===== config.mk =====
export PLATFORM = sky130hd
export DESIGN_NAME = frame_quality_rate_search_top
export DESIGN_NICKNAME = d
export VERILOG_FILES = /design/src/fqrs_pkg.sv /design/src/fqrs_in_stage.sv /design/src/fqrs_core.sv /design/src/fqrs_out_stage.sv /design/src/frame_quality_rate_search_top.sv
export SDC_FILE = /design/constraint.sdc
export NUM_CORES = 1
export LEC_CHECK = 0
export BUFFER_PORTS_ARGS = -buffer_cell sky130_fd_sc_hd__buf_2
export CAP_MARGIN = 20
export CORE_MARGIN = 2
export CORE_UTILIZATION = 33
export CTS_CLUSTER_DIAMETER = 60
export DETAILED_ROUTE_END_ITERATION = 6
export SLEW_MARGIN = 5
export SYNTH_ARGS = -nofsm -noshare
export SYNTH_HDL_FRONTEND = slang
export SYNTH_SLANG_ARGS = --single-unit

===== constraint.sdc =====
create_clock -name clk -period 14.7 [get_ports clk]
set_input_delay 2.94 -clock clk [delete_from_list [all_inputs] [get_ports clk]]
set_output_delay 2.94 -clock clk [all_outputs]
set_load 0.01 [all_outputs]

===== src/fqrs_pkg.sv =====
package fqrs_pkg;

  localparam int SIZE_BITS = 24;
  localparam int Q_W = 7;
  localparam int TARGET_W = 16;
  localparam int STEP_W = 3;
  localparam int CFG_ADDR_W = 2;
  localparam int CFG_DATA_W = 16;

  localparam int IN_FIELDS_W = SIZE_BITS + Q_W + 1;
  localparam int IN_DATA_W = ((IN_FIELDS_W + 7) / 8) * 8;
  localparam int OUT_DATA_W = ((Q_W + 7) / 8) * 8;

  // 10*size against 9*1024*target and 11*1024*target
  localparam int RATE_W = TARGET_W + 10;
  localparam int CMP_W = (SIZE_BITS + 4 > RATE_W + 4) ? SIZE_BITS + 4 : RATE_W + 4;

  localparam logic [Q_W-1:0] MAX_Q_RESET = Q_W'(90);
  localparam logic [Q_W-1:0] MIN_Q_RESET = Q_W'(30);
  localparam logic [STEP_W-1:0] STEP_START = STEP_W'(4);

  typedef logic [CMP_W-1:0] cmp_t;
  typedef logic signed [Q_W+1:0] qwork_t;

  typedef enum logic {
    KIND_START = 1'b0,
    KIND_TRIAL = 1'b1
  } kind_t;

  typedef enum logic [CFG_ADDR_W-1:0] {
    CFG_TARGET_KB   = 2'd0,
    CFG_MAX_QUALITY = 2'd1,
    CFG_MIN_QUALITY = 2'd2
  } cfg_idx_t;

  typedef struct packed {
    kind_t                kind;
    logic [SIZE_BITS-1:0] compressed_size;
    logic [Q_W-1:0]       quality_used;
    logic                 retried;
  } item_t;

  typedef struct packed {
    logic [Q_W-1:0] quality;
    logic           done_res;
  } result_t;

endpackage


===== src/fqrs_in_stage.sv =====
module fqrs_in_stage (
  input  logic                           clk,
  input  logic                           rst,
  input  logic                           s_axis_tvalid,
  output logic                           s_axis_tready,
  input  logic [fqrs_pkg::IN_DATA_W-1:0] s_axis_tdata,
  input  logic                           s_axis_tuser,
  input  logic                           advance,
  output logic                           item_valid,
  output fqrs_pkg::item_t                item
);

  logic accept;

  assign s_axis_tready = !item_valid || advance;
  assign accept = s_axis_tvalid && s_axis_tready;

  always_ff @(posedge clk) begin
    if (rst) begin
      item_valid <= 1'b0;
    end else if (accept) begin
      item_valid <= 1'b1;
    end else if (advance) begin
      item_valid <= 1'b0;
    end
  end

  always_ff @(posedge clk) begin
    if (accept) begin
      item.kind <= fqrs_pkg::kind_t'(s_axis_tuser);
      item.compressed_size <= s_axis_tdata[fqrs_pkg::SIZE_BITS-1:0];
      item.quality_used <=
        s_axis_tdata[fqrs_pkg::SIZE_BITS+fqrs_pkg::Q_W-1:fqrs_pkg::SIZE_BITS];
      item.retried <= s_axis_tdata[fqrs_pkg::SIZE_BITS+fqrs_pkg::Q_W];
    end
  end

endmodule


===== src/fqrs_core.sv =====
module fqrs_core (
  input  logic                            clk,
  input  logic                            rst,
  input  logic                            cfg_we,
  input  logic [fqrs_pkg::CFG_ADDR_W-1:0] cfg_addr,
  input  logic [fqrs_pkg::CFG_DATA_W-1:0] cfg_wdata,
  input  logic                            advance,
  input  fqrs_pkg::item_t                 item,
  output fqrs_pkg::result_t               result,
  output logic [fqrs_pkg::STEP_W-1:0]     step_size
);

  logic [fqrs_pkg::TARGET_W-1:0] target_kb;
  logic [fqrs_pkg::Q_W-1:0]      max_quality;
  logic [fqrs_pkg::Q_W-1:0]      min_quality;

  logic [fqrs_pkg::Q_W-1:0]    carried_quality, carried_quality_next;
  logic [fqrs_pkg::Q_W-1:0]    requested_quality, requested_quality_next;
  logic [fqrs_pkg::STEP_W-1:0] step_size_next;
  logic                        seen_up, seen_up_next;
  logic                        seen_down, seen_down_next;

  logic [fqrs_pkg::RATE_W-1:0] rate;
  fqrs_pkg::cmp_t              s10, r9, r11;
  logic                        below_band, above_band, under_high, below_rate;
  fqrs_pkg::qwork_t            q, q_max, q_min, q_clamp, nudge;
  logic                        stop;

  assign rate = {target_kb, 10'b0};
  assign s10 = fqrs_pkg::cmp_t'(item.compressed_size) * fqrs_pkg::cmp_t'(10);
  assign r9 = fqrs_pkg::cmp_t'(rate) * fqrs_pkg::cmp_t'(9);
  assign r11 = fqrs_pkg::cmp_t'(rate) * fqrs_pkg::cmp_t'(11);
  assign below_band = s10 < r9;
  assign above_band = s10 > r11;
  assign under_high = s10 < r11;
  assign below_rate = fqrs_pkg::cmp_t'(item.compressed_size) < fqrs_pkg::cmp_t'(rate);
  assign q_max = {2'b00, max_quality};
  assign q_min = {2'b00, min_quality};

  always_comb begin
    carried_quality_next = carried_quality;
    requested_quality_next = requested_quality;
    step_size_next = step_size;
    seen_up_next = seen_up;
    seen_down_next = seen_down;
    stop = 1'b0;
    q = {2'b00, item.quality_used};
    q_clamp = '0;
    nudge = '0;
    result.quality = max_quality;
    result.done_res = 1'b1;

    if (target_kb == '0) begin
      if (item.kind == fqrs_pkg::KIND_START) begin
        carried_quality_next = max_quality;
      end
    end else if (item.kind == fqrs_pkg::KIND_START) begin
      q_clamp = {2'b00, carried_quality};
      if (q_clamp > q_max) q_clamp = q_max;
      if (q_clamp < q_min) q_clamp = q_min;
      carried_quality_next = q_clamp[fqrs_pkg::Q_W-1:0];
      requested_quality_next = q_clamp[fqrs_pkg::Q_W-1:0];
      seen_up_next = 1'b0;
      seen_down_next = 1'b0;
      step_size_next = fqrs_pkg::STEP_START;
      result.quality = q_clamp[fqrs_pkg::Q_W-1:0];
      result.done_res = 1'b0;
    end else begin
      if (below_band) begin
        if (item.retried) begin
          q = {2'b00, requested_quality};
          stop = 1'b1;
        end else if (q == q_max) begin
          stop = 1'b1;
        end else begin
          seen_up_next = 1'b1;
          if (seen_down) step_size_next = step_size >> 1;
          q = q + {6'b0, step_size_next};
        end
      end else if (above_band) begin
        if (q == q_min) begin
          stop = 1'b1;
        end else begin
          seen_down_next = 1'b1;
          if (seen_up) step_size_next = step_size >> 1;
          q = q - {6'b0, step_size_next};
        end
      end else begin
        stop = 1'b1;
      end

      if (!stop && step_size_next == '0) begin
        if (under_high) stop = 1'b1;
        else q = q - 9'sd1;
      end

      if (stop) begin
        nudge = below_rate ? q + 9'sd1 : q - 9'sd1;
        if (nudge < 9'sd0) nudge = 9'sd0;
        if (nudge > 9'sd127) nudge = 9'sd127;
        carried_quality_next = nudge[fqrs_pkg::Q_W-1:0];
        result.quality = q[fqrs_pkg::Q_W-1:0];
        result.done_res = 1'b1;
      end else begin
        q_clamp = q;
        if (q_clamp > q_max) q_clamp = q_max;
        if (q_clamp < q_min) q_clamp = q_min;
        carried_quality_next = q_clamp[fqrs_pkg::Q_W-1:0];
        requested_quality_next = q_clamp[fqrs_pkg::Q_W-1:0];
        result.quality = q_clamp[fqrs_pkg::Q_W-1:0];
        result.done_res = 1'b0;
      end
    end
  end

  always_ff @(posedge clk) begin
    if (rst) begin
      target_kb <= '0;
      max_quality <= fqrs_pkg::MAX_Q_RESET;
      min_quality <= fqrs_pkg::MIN_Q_RESET;
    end else if (cfg_we) begin
      case (fqrs_pkg::cfg_idx_t'(cfg_addr))
        fqrs_pkg::CFG_TARGET_KB:   target_kb <= cfg_wdata[fqrs_pkg::TARGET_W-1:0];
        fqrs_pkg::CFG_MAX_QUALITY: max_quality <= cfg_wdata[fqrs_pkg::Q_W-1:0];
        fqrs_pkg::CFG_MIN_QUALITY: min_quality <= cfg_wdata[fqrs_pkg::Q_W-1:0];
        default: ;
      endcase
    end
  end

  always_ff @(posedge clk) begin
    if (rst) begin
      carried_quality <= fqrs_pkg::MAX_Q_RESET;
      requested_quality <= '0;
      step_size <= fqrs_pkg::STEP_START;
      seen_up <= 1'b0;
      seen_down <= 1'b0;
    end else if (advance) begin
      carried_quality <= carried_quality_next;
      requested_quality <= requested_quality_next;
      step_size <= step_size_next;
      seen_up <= seen_up_next;
      seen_down <= seen_down_next;
    end
  end

endmodule


===== src/fqrs_out_stage.sv =====
module fqrs_out_stage (
  input  logic                            clk,
  input  logic                            rst,
  input  logic                            advance,
  input  fqrs_pkg::result_t               result,
  output logic                            space,
  output logic                            m_axis_tvalid,
  input  logic                            m_axis_tready,
  output logic [fqrs_pkg::OUT_DATA_W-1:0] m_axis_tdata,
  output logic                            m_axis_tlast
);

  logic [fqrs_pkg::Q_W-1:0] quality;

  assign space = !m_axis_tvalid || m_axis_tready;
  assign m_axis_tdata = fqrs_pkg::OUT_DATA_W'(quality);

  always_ff @(posedge clk) begin
    if (rst) begin
      m_axis_tvalid <= 1'b0;
    end else if (advance) begin
      m_axis_tvalid <= 1'b1;
    end else if (m_axis_tready) begin
      m_axis_tvalid <= 1'b0;
    end
  end

  always_ff @(posedge clk) begin
    if (advance) begin
      quality <= result.quality;
      m_axis_tlast <= result.done_res;
    end
  end

endmodule


===== src/frame_quality_rate_search_top.sv =====
// Per-frame quality search toward a target compressed size (plus or minus 10 percent).
// A start word (tuser 0) clamps the carried quality into [min_quality, max_quality]
// and returns it as the first trial; each trial-result word (tuser 1) returns the
// next trial quality, or the final quality with tlast high. With target_kb zero
// every word returns max_quality as final. One result word per input word; a word
// is accepted every cycle unless the output register is stalled, and its result is
// held in the output register (the input register feeds a state update into the
// result register). The search state for one word is ready for the next word in
// the following cycle.
// Write the configuration registers only while no word is in flight.
module frame_quality_rate_search_top (
  input  logic                            clk,
  input  logic                            rst,
  input  logic                            cfg_we,
  input  logic [fqrs_pkg::CFG_ADDR_W-1:0] cfg_addr,
  input  logic [fqrs_pkg::CFG_DATA_W-1:0] cfg_wdata,
  input  logic                            s_axis_tvalid,
  output logic                            s_axis_tready,
  // compressed_size, quality_used, retried
  input  logic [fqrs_pkg::IN_DATA_W-1:0]  s_axis_tdata,
  // kind
  input  logic                            s_axis_tuser,
  output logic                            m_axis_tvalid,
  input  logic                            m_axis_tready,
  // quality
  output logic [fqrs_pkg::OUT_DATA_W-1:0] m_axis_tdata,
  // done_res
  output logic                            m_axis_tlast
);

  fqrs_pkg::item_t             item;
  fqrs_pkg::result_t           result;
  logic                        item_valid;
  logic                        space;
  logic                        advance;
  logic [fqrs_pkg::STEP_W-1:0] step_size;

  assign advance = item_valid && space;

  fqrs_in_stage u_in (
    .clk          (clk),
    .rst          (rst),
    .s_axis_tvalid(s_axis_tvalid),
    .s_axis_tready(s_axis_tready),
    .s_axis_tdata (s_axis_tdata),
    .s_axis_tuser (s_axis_tuser),
    .advance      (advance),
    .item_valid   (item_valid),
    .item         (item)
  );

  fqrs_core u_core (
    .clk      (clk),
    .rst      (rst),
    .cfg_we   (cfg_we),
    .cfg_addr (cfg_addr),
    .cfg_wdata(cfg_wdata),
    .advance  (advance),
    .item     (item),
    .result   (result),
    .step_size(step_size)
  );

  fqrs_out_stage u_out (
    .clk          (clk),
    .rst          (rst),
    .advance      (advance),
    .result       (result),
    .space        (space),
    .m_axis_tvalid(m_axis_tvalid),
    .m_axis_tready(m_axis_tready),
    .m_axis_tdata (m_axis_tdata),
    .m_axis_tlast (m_axis_tlast)
  );

`ifndef ASSERT_OFF
  a_step_power: assert property (@(posedge clk) disable iff (rst)
    $onehot0(step_size))
    else $error("step size is not a power of two or zero");

  a_reset_empty: assert property (@(posedge clk)
    $past(rst) |-> !m_axis_tvalid && !item_valid)
    else $error("pipeline not empty after reset");

  a_hold_on_stall: assert property (@(posedge clk) disable iff (rst)
    item_valid && m_axis_tvalid && !m_axis_tready |=> item_valid)
    else $error("input word lost while output stalled");

  a_ready_when_free: assert property (@(posedge clk) disable iff (rst)
    !item_valid |-> s_axis_tready)
    else $error("input not ready with empty input register");
`endif

endmodule


**After elaboration in Yosys (flattened, before gate mapping)**

Cells that the tools add are included.

- Input bits: 56
- Output and inout bits: 11
- Word-level logic and storage cells: 146
- Register bits after elaboration: 92

- Muxes and demuxes: 78
- Equal/unequal tests: 12
- Reduce and logical (&&, ||, !) cells: 21
- Multiply operators: 3
- Add/subtract/negate cells: 5
- Order comparisons: 10
- Bitwise gates (word level): 1

Operator list:

| operator | count |
|---|---|
| $mux 9 | 22 |
| $mux 7 | 10 |
| $lt 28x30->1 | 2 |
| $mux 3 | 20 |
| $mul 16x4->20 const B | 2 |
| $gt 28x30->1 | 1 |
| $mul 24x3->27 const B | 1 |
| $lt 24x26->1 | 1 |
| $mux 8 | 3 |
| $mux 1 | 23 |
| $lt 9x8->1 | 2 |
| $sub 9x2->9 const B | 2 |
| $logic_not 16->1 | 1 |
| $eq 7x7->1 | 2 |
| $ne 2x2->1 const B | 6 |
| $reduce_and 2->1 | 5 |
| $reduce_and 5->1 | 2 |
| $add 9x2->9 const B | 1 |
| $gt 9x8->1 | 1 |
| $gt 9x8->1 const B | 1 |
| $lt 9x1->1 const B | 1 |
| $add 7x3->8 | 1 |
| $sub 7x3->8 | 1 |
| $gt 7x7->1 | 1 |
| other kinds (11) | 18 |

**Depth between registers and ports, before layout**

Gate-level depths: netlist (run 1).

- Depth after elaboration: 29
- Gate-level depth with buffers: 58
- Depth with buffers taken out: 57

**By module**

Synthesis (run 1) repeated with hierarchy kept, for this count alone.

- Cell total of the unflattened synthesis: 1252
- Area, all modules: 10792.9 um^2

By module, submodules not included:

| module | cells each | instances | area each (um^2) | seq. area each (um^2) |
|---|---|---|---|---|
| fqrs_core | 1199 | 1 | 9442.8 | 980.9 |
| fqrs_in_stage | 38 | 1 | 1046.0 | 1011.0 |
| fqrs_out_stage | 14 | 1 | 297.8 | 260.2 |
| frame_quality_rate_search_top | 1 | 1 | 6.3 | 0.0 |

**Least setup slack after synthesis (run 1)**

Ideal clock, no wire load.

- Path type: reg-to-reg
- Start: register, netlist name u_in.item[9]
- End: register u_out.quality[1] (netlist name), data pin
- Setup slack: 3.607 ns
- Clock period less this slack: 11.093 ns
- Required time: 14.437 ns
- Arrival: 10.830 ns
- Path buffers: 2
- Cell stages (with the launch flop): 56
- Library setup time: 0.263 ns
- Cell sequence: edfxtp_1 ha_1 ha_1 fa_1 nand3_1 a21boi_0 o21ai_0 a21oi_1 o21ai_0 a21boi_0 o21ai_0 a21boi_0 o211ai_1 a21oi_1 o311a_1 o21ai_0 nor2b_1 xnor2_1 [20 not listed] inv_1 o21ai_2 nor2_1 mux2_4 ha_1 a21o_1 a21oi_1 nor2b_1 o21ai_0 nand2b_1 a21oi_1 nand2_1 or2_2 o211ai_4 buf_6 nor4_2 a31oi_1 a21oi_1

RTL lines:

| element | line | text |
|---|---|---|
| end signal: assignment | fqrs_out_stage.sv:30 | `quality <= result.quality;` |
| end: declaration | fqrs_out_stage.sv:13 | `logic [fqrs_pkg::Q_W-1:0] quality;` |

==> metrics.txt, run 1 <==
Synth top area share=0.223; Pwr Total=between 1 and 1.5 mW; max frequency=approximately 0.078 GHz; FILL cells=approximately 3400; routed wire length per instance=between 15 and 20 um; core box area=roughly 33000 um2; IO Port Bufs=between 60 and 70; Tot GR Track Use=0.198; Reg clk slew, reported paths=0.07 ns; status=finished, final reports clean; CP required=14.80 ns; async set or reset register ratio after synthesis=0; final net count=1641; Post-DP Area=approximately 12000 um2; post-synthesis sequential area ratio=0.206; top post-synthesis cells by area=ha_1 (22%), edfxtp_1 (11%), dfxtp_1 (9.3%), a21oi_1 (5.0%), nand2_1 (4.1%); IO Count=67; most common flop cell mapped by yosys=dfxtp_1; slew margin rel.=0.271; Clock Tree Root=clkbuf_16; Max IR drop VDD=~0.000064 V; Compound-Gate Fraction of Synth Area=0.226; cells after synthesis=1322; synth warn=0; mean post-synth cell area=8.28 um2; CTS Buf Count=9; die height=~190 um; Routability Congestion=0.955; largest net degree at the start of global routing=40; Arrival @ worst endpoint=12.92 ns; Post-synth top cells=ha_1 (195), nand2_1 (121), nor2_1 (117), inv_1 (112), a21oi_1 (109); fin crit share=0.872; crit path kind=flop to flop; CTS tree=done; final antenna-violating net count=0; vias per cell=between 5 and 6; Yosys top cell by area=ha_1; post-CTS setup buffer count=0; Final Max Slew Viols=0; antenna diode count=0; CP max stage cell=nor4_1; largest family of logic cells by synthesized area=adder cells; PostCTS Resize Cnt=0; Initial Util=0.336; die area=around 35000 um2; fin cells=1819; synthesis-to-finish area growth=10.1%; RSZ-0062 raised after global routing=no; H-tree levels=3; ratio of cells with drive above 1 in the final layout=0.0951; Site Rows=66; mapped cell area=roughly 11000 um2; final setup TNS=0 ns; Setup Skew=0.0116 ns; clock sink count=92; Post-Route WL=33.2 mm; worst-skew pair later-pin latency=around 0.37 ns; die width=around 190 um; Worst setup SP type=flop; Syn Nets=1591; Post-synth EDFFs=roughly 40; critical path endpoint category=flop; Post-CTS Hold Fix Bufs=0; Slew @ Worst Pin=1.09 ns; placed cells=~1800; Setup WS post-layout=about 1.9 ns; vias in the first global route=just under 10000; Final Hold Fails=0; CP Max Fanout=19; hold slack final=roughly 0.52 ns; DRT iter0 DRCs=872; global route overflow=0; top-count cell post-synth=ha_1; Final Cell Area=approximately 12000 um2; routed vias=9999; Power Density=between 100 and 150 nW/um2; Yosys reg bits=92; drt drc=0; Hold Path Class=flop to flop; crit-path max cell delay=about 0.90 ns; Max Cap Viol=0; post-DP HPWL=roughly 26 mm; detailed-router iteration count before antenna repair=6; antenna violations before repair=0; Leak=5.40 nW; simple-gate share of the synthesized area=0.188; endpoints failing setup=0; Cell variety after synth=87; post-place setup slack=~2.1 ns; Util after Layout=0.370; buffer levels on the longest clock path=2; Synth Area in Adders=0.256; mux cell area share after synthesis=0.0202; Post-Synth XOR/XNOR Area=0.0528; Final Critical Period=approximately 13 ns; first-pass GRT wire length=approximately 53 mm
==> cells in the final DEF, fill, tap and decap left out, types with 9 or more instances in the layout <==
master / Yosys / final
ha_1: 195 / 195
or2_2: 11 / 11
a31oi_1: 15 / 15
xnor2_1: 30 / 30
nand4_1: 13 / 13
buf_2: 2 / 66
dfxtp_1: 51 / 51
fa_1: 18 / 18
o21ai_0: 69 / 69
nand2_1: 121 / 121
o21bai_1: 10 / 10
clkbuf_16: 0 / 10
nand3_1: 21 / 21
nand2b_1: 13 / 13
nor3_1: 32 / 32
a21boi_0: 10 / 10
inv_1: 112 / 112
o21a_1: 21 / 21
nor2_1: 117 / 117
a21o_1: 22 / 22
a21oi_1: 109 / 109
xor2_1: 36 / 36
a311oi_1: 11 / 11
and2_1: 10 / 9
a211oi_1: 14 / 14
mux2i_1: 15 / 15
o211ai_1: 14 / 14
nor4_1: 17 / 16
edfxtp_1: 41 / 41
nor2b_1: 15 / 15
==> worst max-delay path, delay by kind of cell (launching register included) <==
| kind | cells | cell delay [ns] |
|---|---|---|
| mux | 1 | 0.37 |
| compound gates | 32 | 6.41 |
| simple gates | 12 | 3.19 |
| xor+xnor | 1 | 0.41 |
| fa+ha+maj | 5 | 1.63 |
| buf+inv | 1 | 0.12 |
| flops | 1 | 0.41 |
==> registers in the layout (all words and copies together) (netlist names) <==
signal	flops
u_out.m_axis_tvalid	1
u_core.target_kb	16
u_core.requested_quality	7
u_in.item	33
u_core.max_quality	7
u_core.step_size	3
u_core.carried_quality	7
u_core.min_quality	7
u_in.item_valid	1
u_core.seen_down	1
u_out.m_axis_tlast	1
u_out.quality	7
u_core.seen_up	1
==> per-layer routing <==
| metal | vias up | part of all wire | track usage |
|---|---|---|---|
| li1 | 4952 | - | - |
| met1 | 4717 | 0.48 | 0.279 |
| met2 | 278 | 0.44 | 0.313 |
| met3 | 52 | 0.053 | 0.0249 |
| met4 | 0 | 0.025 | 0.0652 |
| met5 | - | 0 | 0 |
==> final timing paths <==
kind / endpoint / slack, ns / cells after the start / start
max reg2reg: u_out.quality[3] / 1.88 / 52 / u_in.item[11]
min reg2reg: u_core.carried_quality[5] / 0.52 / 2 / u_core.carried_quality[5]
max: u_out.quality[3] / 1.88 / 52 / u_in.item[11]
min: u_core.carried_quality[5] / 0.52 / 2 / u_core.carried_quality[5]
==> final cells by class <==
cell class                 instances  area (um2)  area share
clock buffer                      12         258      0.0214
clock inverter                     4        55.1     0.00457
inverter                         112         420      0.0349
multi-input combinational       1085        8150       0.675
sequential                        92        2250       0.187
tap                              442         553      0.0459
timing repair buffer              72         375      0.0311
==> cell families (layout without fill, tap and decap cells) <==
family / count (synthesis) / in the layout
AND/OR/NAND/NOR: 415 / 415
AO/OA/AOI/OAI: 369 / 369
adder cells (fa/ha/maj): 213 / 213
buffers and inverters: 145 / 200
flip-flops: 92 / 92
XOR/XNOR: 66 / 66
multiplexers: 21 / 21
other: 1 / 1
==> power breakdown <==
part / total, mW / leakage, nW / internal, mW / switching [mW]
Clock: 0.264 / 0.150 / 0.144 / 0.119
Sequential: 0.320 / 0.812 / 0.293 / 0.0276
Combinational: 0.824 / 4.44 / 0.307 / 0.517
(Power assumes the default switching activity.)
==> run 2, diff against run 1 <==
--- a/config.mk
+++ b/config.mk
@@ -5,8 +5,10 @@
 export SDC_FILE = /design/constraint.sdc
 export NUM_CORES = 1
 export LEC_CHECK = 0
+export ABC_AREA = 1
 export BUFFER_PORTS_ARGS = -buffer_cell sky130_fd_sc_hd__buf_2
 export CAP_MARGIN = 20
+export CORE_ASPECT_RATIO = 1.1
 export CORE_MARGIN = 2
 export CORE_UTILIZATION = 33
 export CTS_CLUSTER_DIAMETER = 60
==> run 2 against run 1 <==
  * Combinational power down 3.0%
  * Non-clock buffer count down 3
  * Via count up 0.92%
  * First-iteration DRC count down 35%
  * Hold slack worse by 0.0023 ns
  * Fmax up 35%
  * Sequential power down 2%
  * Setup slack better by 3.4 ns
  * Synthesized cell count up 14%
  * Sequential share of layout area about the same
  * Synthesized area up 0.41%
  * Register-to-register slack better by 3.4 ns
==> metrics.txt, run 2 <==
status=finished, final reports clean; Final Critical Period=9.47 ns (-3.35 ns); post-DP HPWL=26.5 mm (+0.64%); die area=34800 um2 (+0.41%); Crit path buffers/inverters=4 (+3); Pwr Total=1.36 mW (-3.6%); critical path's top delay family=simple AND/OR/NAND/NOR gates; synthesis-to-finish area growth=9.48%; die height=195 um (+5.0%); post-CTS setup buffer count=0 (unchanged); RSZ-0062 raised after global routing=no; Routability Congestion=0.941 (-1.5%); clock sink count=92 (unchanged); Power Density=113 nW/um2 (-3.4%); max frequency=0.106 GHz (+35%); Max Cap Viol=0 (unchanged); Post-synth top cells=nand2_1 (342), inv_1 (220), ha_1 (195), a21oi_1 (130), o21ai_0 (80); antenna diode count=0 (unchanged); Arrival @ worst endpoint=9.58 ns (-3.34 ns); drt drc=0 (unchanged); hold slack final=0.514 ns (-0.00228 ns); number of flip-flops in the largest register=33 (unchanged); most frequent cells in the layout=nand2_1 (342), inv_1 (220), ha_1 (195); most flop-heavy register=u_in.item; async set or reset register ratio after synthesis=0 (unchanged); CP Max Fanout=12 (-7); cells after synthesis=1503 (+14%); DRT iter0 DRCs=570 (-35%); Leak=6.18 nW (+14%); IO Port Bufs=65 (unchanged); Slew @ Worst Pin=1.07 ns (-0.0210 ns); vias per cell=5.06 (-7.9%); CTS Buf Count=9 (unchanged); Worst path most repeated cell=nand2_1; Yosys reg bits=92 (unchanged); Final Cell Area=12000 um2 (-0.18%); buffer levels on the longest clock path=2 (unchanged); post-place setup slack=5.36 ns (+3.22 ns); first-pass GRT wire length=51.0 mm (-3.2%); synth warn=0 (unchanged); Sequential Power Share=0.233 (+0.006); Util after Layout=0.365 (-0.00513); fin cells=1993 (+9.6%); top-count cell post-synth=nand2_1; endpoints failing setup=0 (unchanged); Comb pwr share=0.589 (+0.004); Post-synth EDFFs=41 (unchanged); PostCTS Resize Cnt=0 (unchanged); slew margin rel.=0.287 (+0.0159); Setup WS post-layout=5.23 ns (+3.35 ns); mean post-synth cell area=7.32 um2 (-12%); detailed-router iteration count before antenna repair=6 (unchanged); top post-synthesis cells by area=ha_1 (22%), nand2_1 (12%), edfxtp_1 (11%), dfxtp_1 (9.3%), inv_1 (7.5%); core box area=33000 um2 (+1.2%); Post-DP Area=11800 um2 (about the same); Syn Nets=1772 (+11%); Final Max Slew Viols=0 (unchanged); Hold Path Class=flop to flop; critical path endpoint category=flop; Final Hold Fails=0 (unchanged); Post-Route WL=32.2 mm (-2.9%); crit path kind=flop to flop; final net count=1825 (+11%); Cell variety after synth=56 (-36%); vias in the first global route=10000 (+3.6%); largest net degree at the start of global routing=33 (-18%); sw frac=0.488 (+0.0166); antenna violations before repair=0 (unchanged); largest registers in the final layout=u_in.item x33, u_core.target_kb x16; mapped cell area=11000 um2 (+0.41%); Worst setup SP type=flop; IO Count=67 (unchanged); final setup TNS=0 ns (unchanged); Site Rows=70 (+6.1%); post-synthesis sequential area ratio=0.205 (-0.000843); fin crit share=0.644 (-0.228); most common flop cell mapped by yosys=dfxtp_1; P_int=694 uW (-6.6%); Max IR drop VDD=0.0000590 V (-8.1%); worst-skew pair later-pin latency=0.36 ns (about the same); ratio of cells with drive above 1 in the final layout=0.0948 (-0.000323); die width=178 um (-4.4%); Reg clk slew, reported paths=0.08 ns (about the same); commonest non-fill, non-tap cell in the layout=nand2_1; Post-CTS Hold Fix Bufs=0 (unchanged); H-tree levels=3 (unchanged); routed vias=10100 (+0.92%); global route overflow=0 (unchanged); CP max stage cell=edfxtp_1; CP required=14.81 ns (about the same); CTS tree=done; routed wire length per instance=16.2 um (-11%); placed cells=1977 (+9.7%); crit-path max cell delay=0.40 ns (-0.50 ns); Tot GR Track Use=0.188 (-0.00974); Clock Tree Root=clkbuf_16; Initial Util=0.333 (-0.00271); Clock power frac=0.178 (-0.009); Yosys top cell by area=ha_1; Synth top area share=0.222 (-0.000913); final antenna-violating net count=0 (unchanged); Setup Skew=0.0113 ns (-0.000227 ns); Sw Pwr=663 uW (-0.22%)
run 2: cell type report:
| type | instances | area (um2) |
|---|---|---|
| Clock inverter | 7 | 62.6 |
| Multi-Input combinational cell | 1152 | 7730 |
| Tap cell | 432 | 541 |
| Sequential cell | 92 | 2250 |
| Fill cell | 3455 | 21000 |
| Inverter | 232 | 871 |
| Timing Repair Buffer | 69 | 355 |
| Clock buffer | 9 | 225 |
run 2: worst min-delay path, stage by stage, from the launching register on:
cell     delay (ns)
dfxtp_1        0.35
a21oi_1        0.06
o21ai_0        0.06
run 2: metal layers:
layer / wire length, um / GRT usage / vias to the layer above / part of all wire
li1: - / - / 5140 / -
met1: 13800 / 0.226 / 4666 / 0.43
met2: 16000 / 0.341 / 230 / 0.50
met3: 1220 / 0.0201 / 55 / 0.038
met4: 1150 / 0.0707 / 0 / 0.036
met5: 0 / 0 / - / 0
run 2: cells by family (layout without fill, tap and decap cells):
| family | Yosys count | after routing | synth area share |
|---|---|---|---|
| AO/OA/AOI/OAI | 286 | 286 | 0.146 |
| other | 1 | 1 | 0.000341 |
| AND/OR/NAND/NOR | 580 | 580 | 0.243 |
| XOR/XNOR | 72 | 72 | 0.0597 |
| adder cells (fa/ha/maj) | 213 | 213 | 0.255 |
| flip-flops | 92 | 92 | 0.205 |
| buffers and inverters | 259 | 317 | 0.0921 |
run 2: final timing paths:
check	startpoint	to	slack (ns)	depth (start not counted)
setup reg to reg	u_in.item[11]	u_out.quality[6]	5.23	61
setup / recovery	u_in.item[11]	u_out.quality[6]	5.23	61
hold reg to reg	u_core.step_size[2]	u_core.step_size[2]	0.51	2
hold / removal	u_core.step_size[2]	u_core.step_size[2]	0.51	2
run 2: power groups by stage:
| stage | Sequential [mW] | Combinational, mW | Clock [mW] |
|---|---|---|---|
| CTS | 0.315 | 0.798 | 0.247 |
| floorplan | 0.311 | 0.616 | 0 |
| detailed placement | 0.321 | 0.792 | 0 |
| global placement | 0.321 | 0.785 | 0 |
| finish | 0.315 | 0.799 | 0.242 |
| global route | 0.318 | 0.909 | 0.256 |
==> run 3, diff against run 2 <==
--- a/config.mk
+++ b/config.mk
@@ -5,7 +5,7 @@
 export SDC_FILE = /design/constraint.sdc
 export NUM_CORES = 1
 export LEC_CHECK = 0
-export ABC_AREA = 1
+export ABC_AREA = 0
 export BUFFER_PORTS_ARGS = -buffer_cell sky130_fd_sc_hd__buf_2
 export CAP_MARGIN = 20
 export CORE_ASPECT_RATIO = 1.1
==> constraint.sdc (replaced) <==
create_clock -name clk -period 8.7 [get_ports clk]
set_input_delay 1.74 -clock clk [delete_from_list [all_inputs] [get_ports clk]]
set_output_delay 1.74 -clock clk [all_outputs]
set_load 0.01 [all_outputs]
==> run 3 against run 2 <==
  * The flow now finishes with violations (negative setup slack)
  * Fmax is 7.7% lower
  * Hold slack better by 0.0025 ns
  * Clock power is 86% higher
  * Non-clock buffer count is 298 higher
  * Sequential share of layout area is 3.7 points lower
  * Critical path type unchanged
  * Critical endpoint is now u_out.quality[4]
  * Largest cell class unchanged
  * Largest power group unchanged
==> metrics.txt, run 3 (same netlist as run 1, synthesis figures left out) <==
IO Port Bufs=65 (unchanged); Worst setup SP type=flop; Final Max Slew Viols=0 (unchanged); final net count=1936 (+6.1%); IO Count=67 (unchanged); detailed-router iteration count before antenna repair=5 (-1); CP Max Fanout=5 (-7); first-pass GRT wire length=58.3 mm (+14%); max frequency=0.0975 GHz (-7.7%); antenna diode count=0 (unchanged); drt drc=0 (unchanged); largest registers in the final layout=u_in.item x33, u_core.target_kb x16; CTS Buf Count=9 (unchanged); DRT iter0 DRCs=576 (+1.1%); status=complete, but fails checks; post-DP HPWL=29.6 mm (+11%); Final Cell Area=15000 um2 (+25%); routed vias=11200 (+11%); most frequent cells in the layout=buf_4 (286), ha_1 (182), nand2_1 (115), nor2_1 (115), inv_1 (110); Post-DP Area=14000 um2 (+19%); Arrival @ worst endpoint=10.47 ns (+0.89 ns); Final Hold Fails=0 (unchanged); vias per cell=5.32 (+5.1%); CTS tree=done; Routability Congestion=0.942 (about the same); fin crit share=1.18 (+0.535); CP max stage cell=edfxtp_1; Post-Route WL=36.7 mm (+14%); Max Cap Viol=0 (unchanged); vias in the first global route=11100 (+11%); CP required=8.91 ns (-5.90 ns); worst-skew pair later-pin latency=0.37 ns (about the same); FILL cells=3244 (-6.1%); RSZ-0062 raised after global routing=yes; slew margin rel.=0.382 (+0.0949); area of the multi-input gates=8810 um2 (+14%); Reg area=2250 um2 (unchanged); crit path kind=flop to flop; critical path endpoint category=flop; synthesis-to-finish area growth=37.0%; antenna violations before repair=0 (unchanged); ratio of cells with drive above 1 in the final layout=0.307 (+0.213); core box area=32500 um2 (-1.7%); Tot GR Track Use=0.214 (+0.0263); commonest non-fill, non-tap cell in the layout=buf_4; Setup WS post-layout=-1.56 ns (-6.79 ns); routed wire length per instance=17.5 um (+8.1%); number of flip-flops in the largest register=33 (unchanged); Max IR drop VDD=0.000119 V (+100%); die width=178 um (-0.20%); most flop-heavy register=u_in.item; Post-CTS Hold Fix Bufs=0 (unchanged); Final Critical Period=10.26 ns (+0.791 ns); Setup Skew=0.00965 ns (-0.00168 ns); die height=195 um (-0.20%); Initial Util=0.337 (+0.00434); Site Rows=69 (-1.4%); Worst path most repeated cell=o21a_1; Power Density=205 nW/um2 (+82%); Clock Tree Root=clkbuf_16; largest net degree at the start of global routing=40 (+21%); post-place setup slack=-1.92 ns (-7.29 ns); buffer levels on the longest clock path=2 (unchanged); Hold Path Class=flop to flop; H-tree levels=3 (unchanged); Slew @ Worst Pin=0.927 ns (-0.141 ns); global route overflow=0 (unchanged); Pwr Total=3.07 mW (+130%); final antenna-violating net count=0 (unchanged); critical path's top delay family=compound AO/OA/AOI/OAI gates; clock sink count=92 (unchanged); endpoints failing setup=21 (+21); failing checks=negative setup slack; Reg clk slew, reported paths=0.07 ns (about the same); crit-path max cell delay=0.41 ns (about the same); die area=34700 um2 (-0.40%); Crit path buffers/inverters=8 (+4); Leak=6.99 nW (+13%)
[run 3: what timing repair did]
action                     in CTS  in global routing
setup endpoints to repair      21                 21
resized for setup              49                 35
buffers inserted               18                 15
pin swaps                      52                 39
[run 3: cell type report]
class,count,share of cell area
flip-flops and latches,92,0.150
clock buffers,11,0.0176
clock inverters,5,0.00417
inverters,112,0.0280
well taps,426,0.0355
repair buffers,367,0.178
multi-input cells,1085,0.587
[run 3: path summary, 6_finish.rpt]
kind	startpoint	end	slack (ns)	cells past startpoint
max	u_in.item[12]	u_out.quality[4]	-1.56	60
min	u_in.item_valid	u_out.m_axis_tvalid	0.52	2
max reg2reg	u_in.item[12]	u_out.quality[4]	-1.56	60
min reg2reg	u_in.item_valid	u_out.m_axis_tvalid	0.52	2
[run 3: per-layer routing]
layer | share of wire | wire length [um] | vias up | track usage
li1 | - | - | 5527 | -
met5 | 0 | 0 | - | 0
met4 | 0.029 | 1050 | 0 | 0.0713
met1 | 0.46 | 16700 | 5276 | 0.293
met3 | 0.061 | 2230 | 59 | 0.0306
met2 | 0.45 | 16700 | 299 | 0.344
[run 3: power by group]
group | leakage, nW | internal, mW | switching [mW]
clock | 0.162 | 0.251 | 0.198
combinational | 6.02 | 1.00 | 1.08
sequential | 0.812 | 0.494 | 0.0432
total | 6.99 | 1.75 | 1.32
[run 3: stage by stage]
step,instances,utilization,setup TNS [ns],hold slack (ns)
finish,2098,0.462,-31.31,0.517
global route,2098,0.462,-43.45,0.548
CTS,2082,0.453,-29.35,0.519
detailed placement,2048,0.430,-37.14,0.514
global placement,2048,0.430,-32.43,0.510
floorplan,1322,-,-19.09,0.473
[run 3: worst reg2reg max path: cells and delay by family (launching register included)]
kind,cells,cell delay (ns)
AOI/OAI and AO/OA,30,4.55
xor gates and xnor gates,2,0.42
adders and majority gates,6,1.67
buffers and inverters,8,1.06
DFF,1,0.41
muxes,1,0.33
and+or+nand+nor,13,1.72
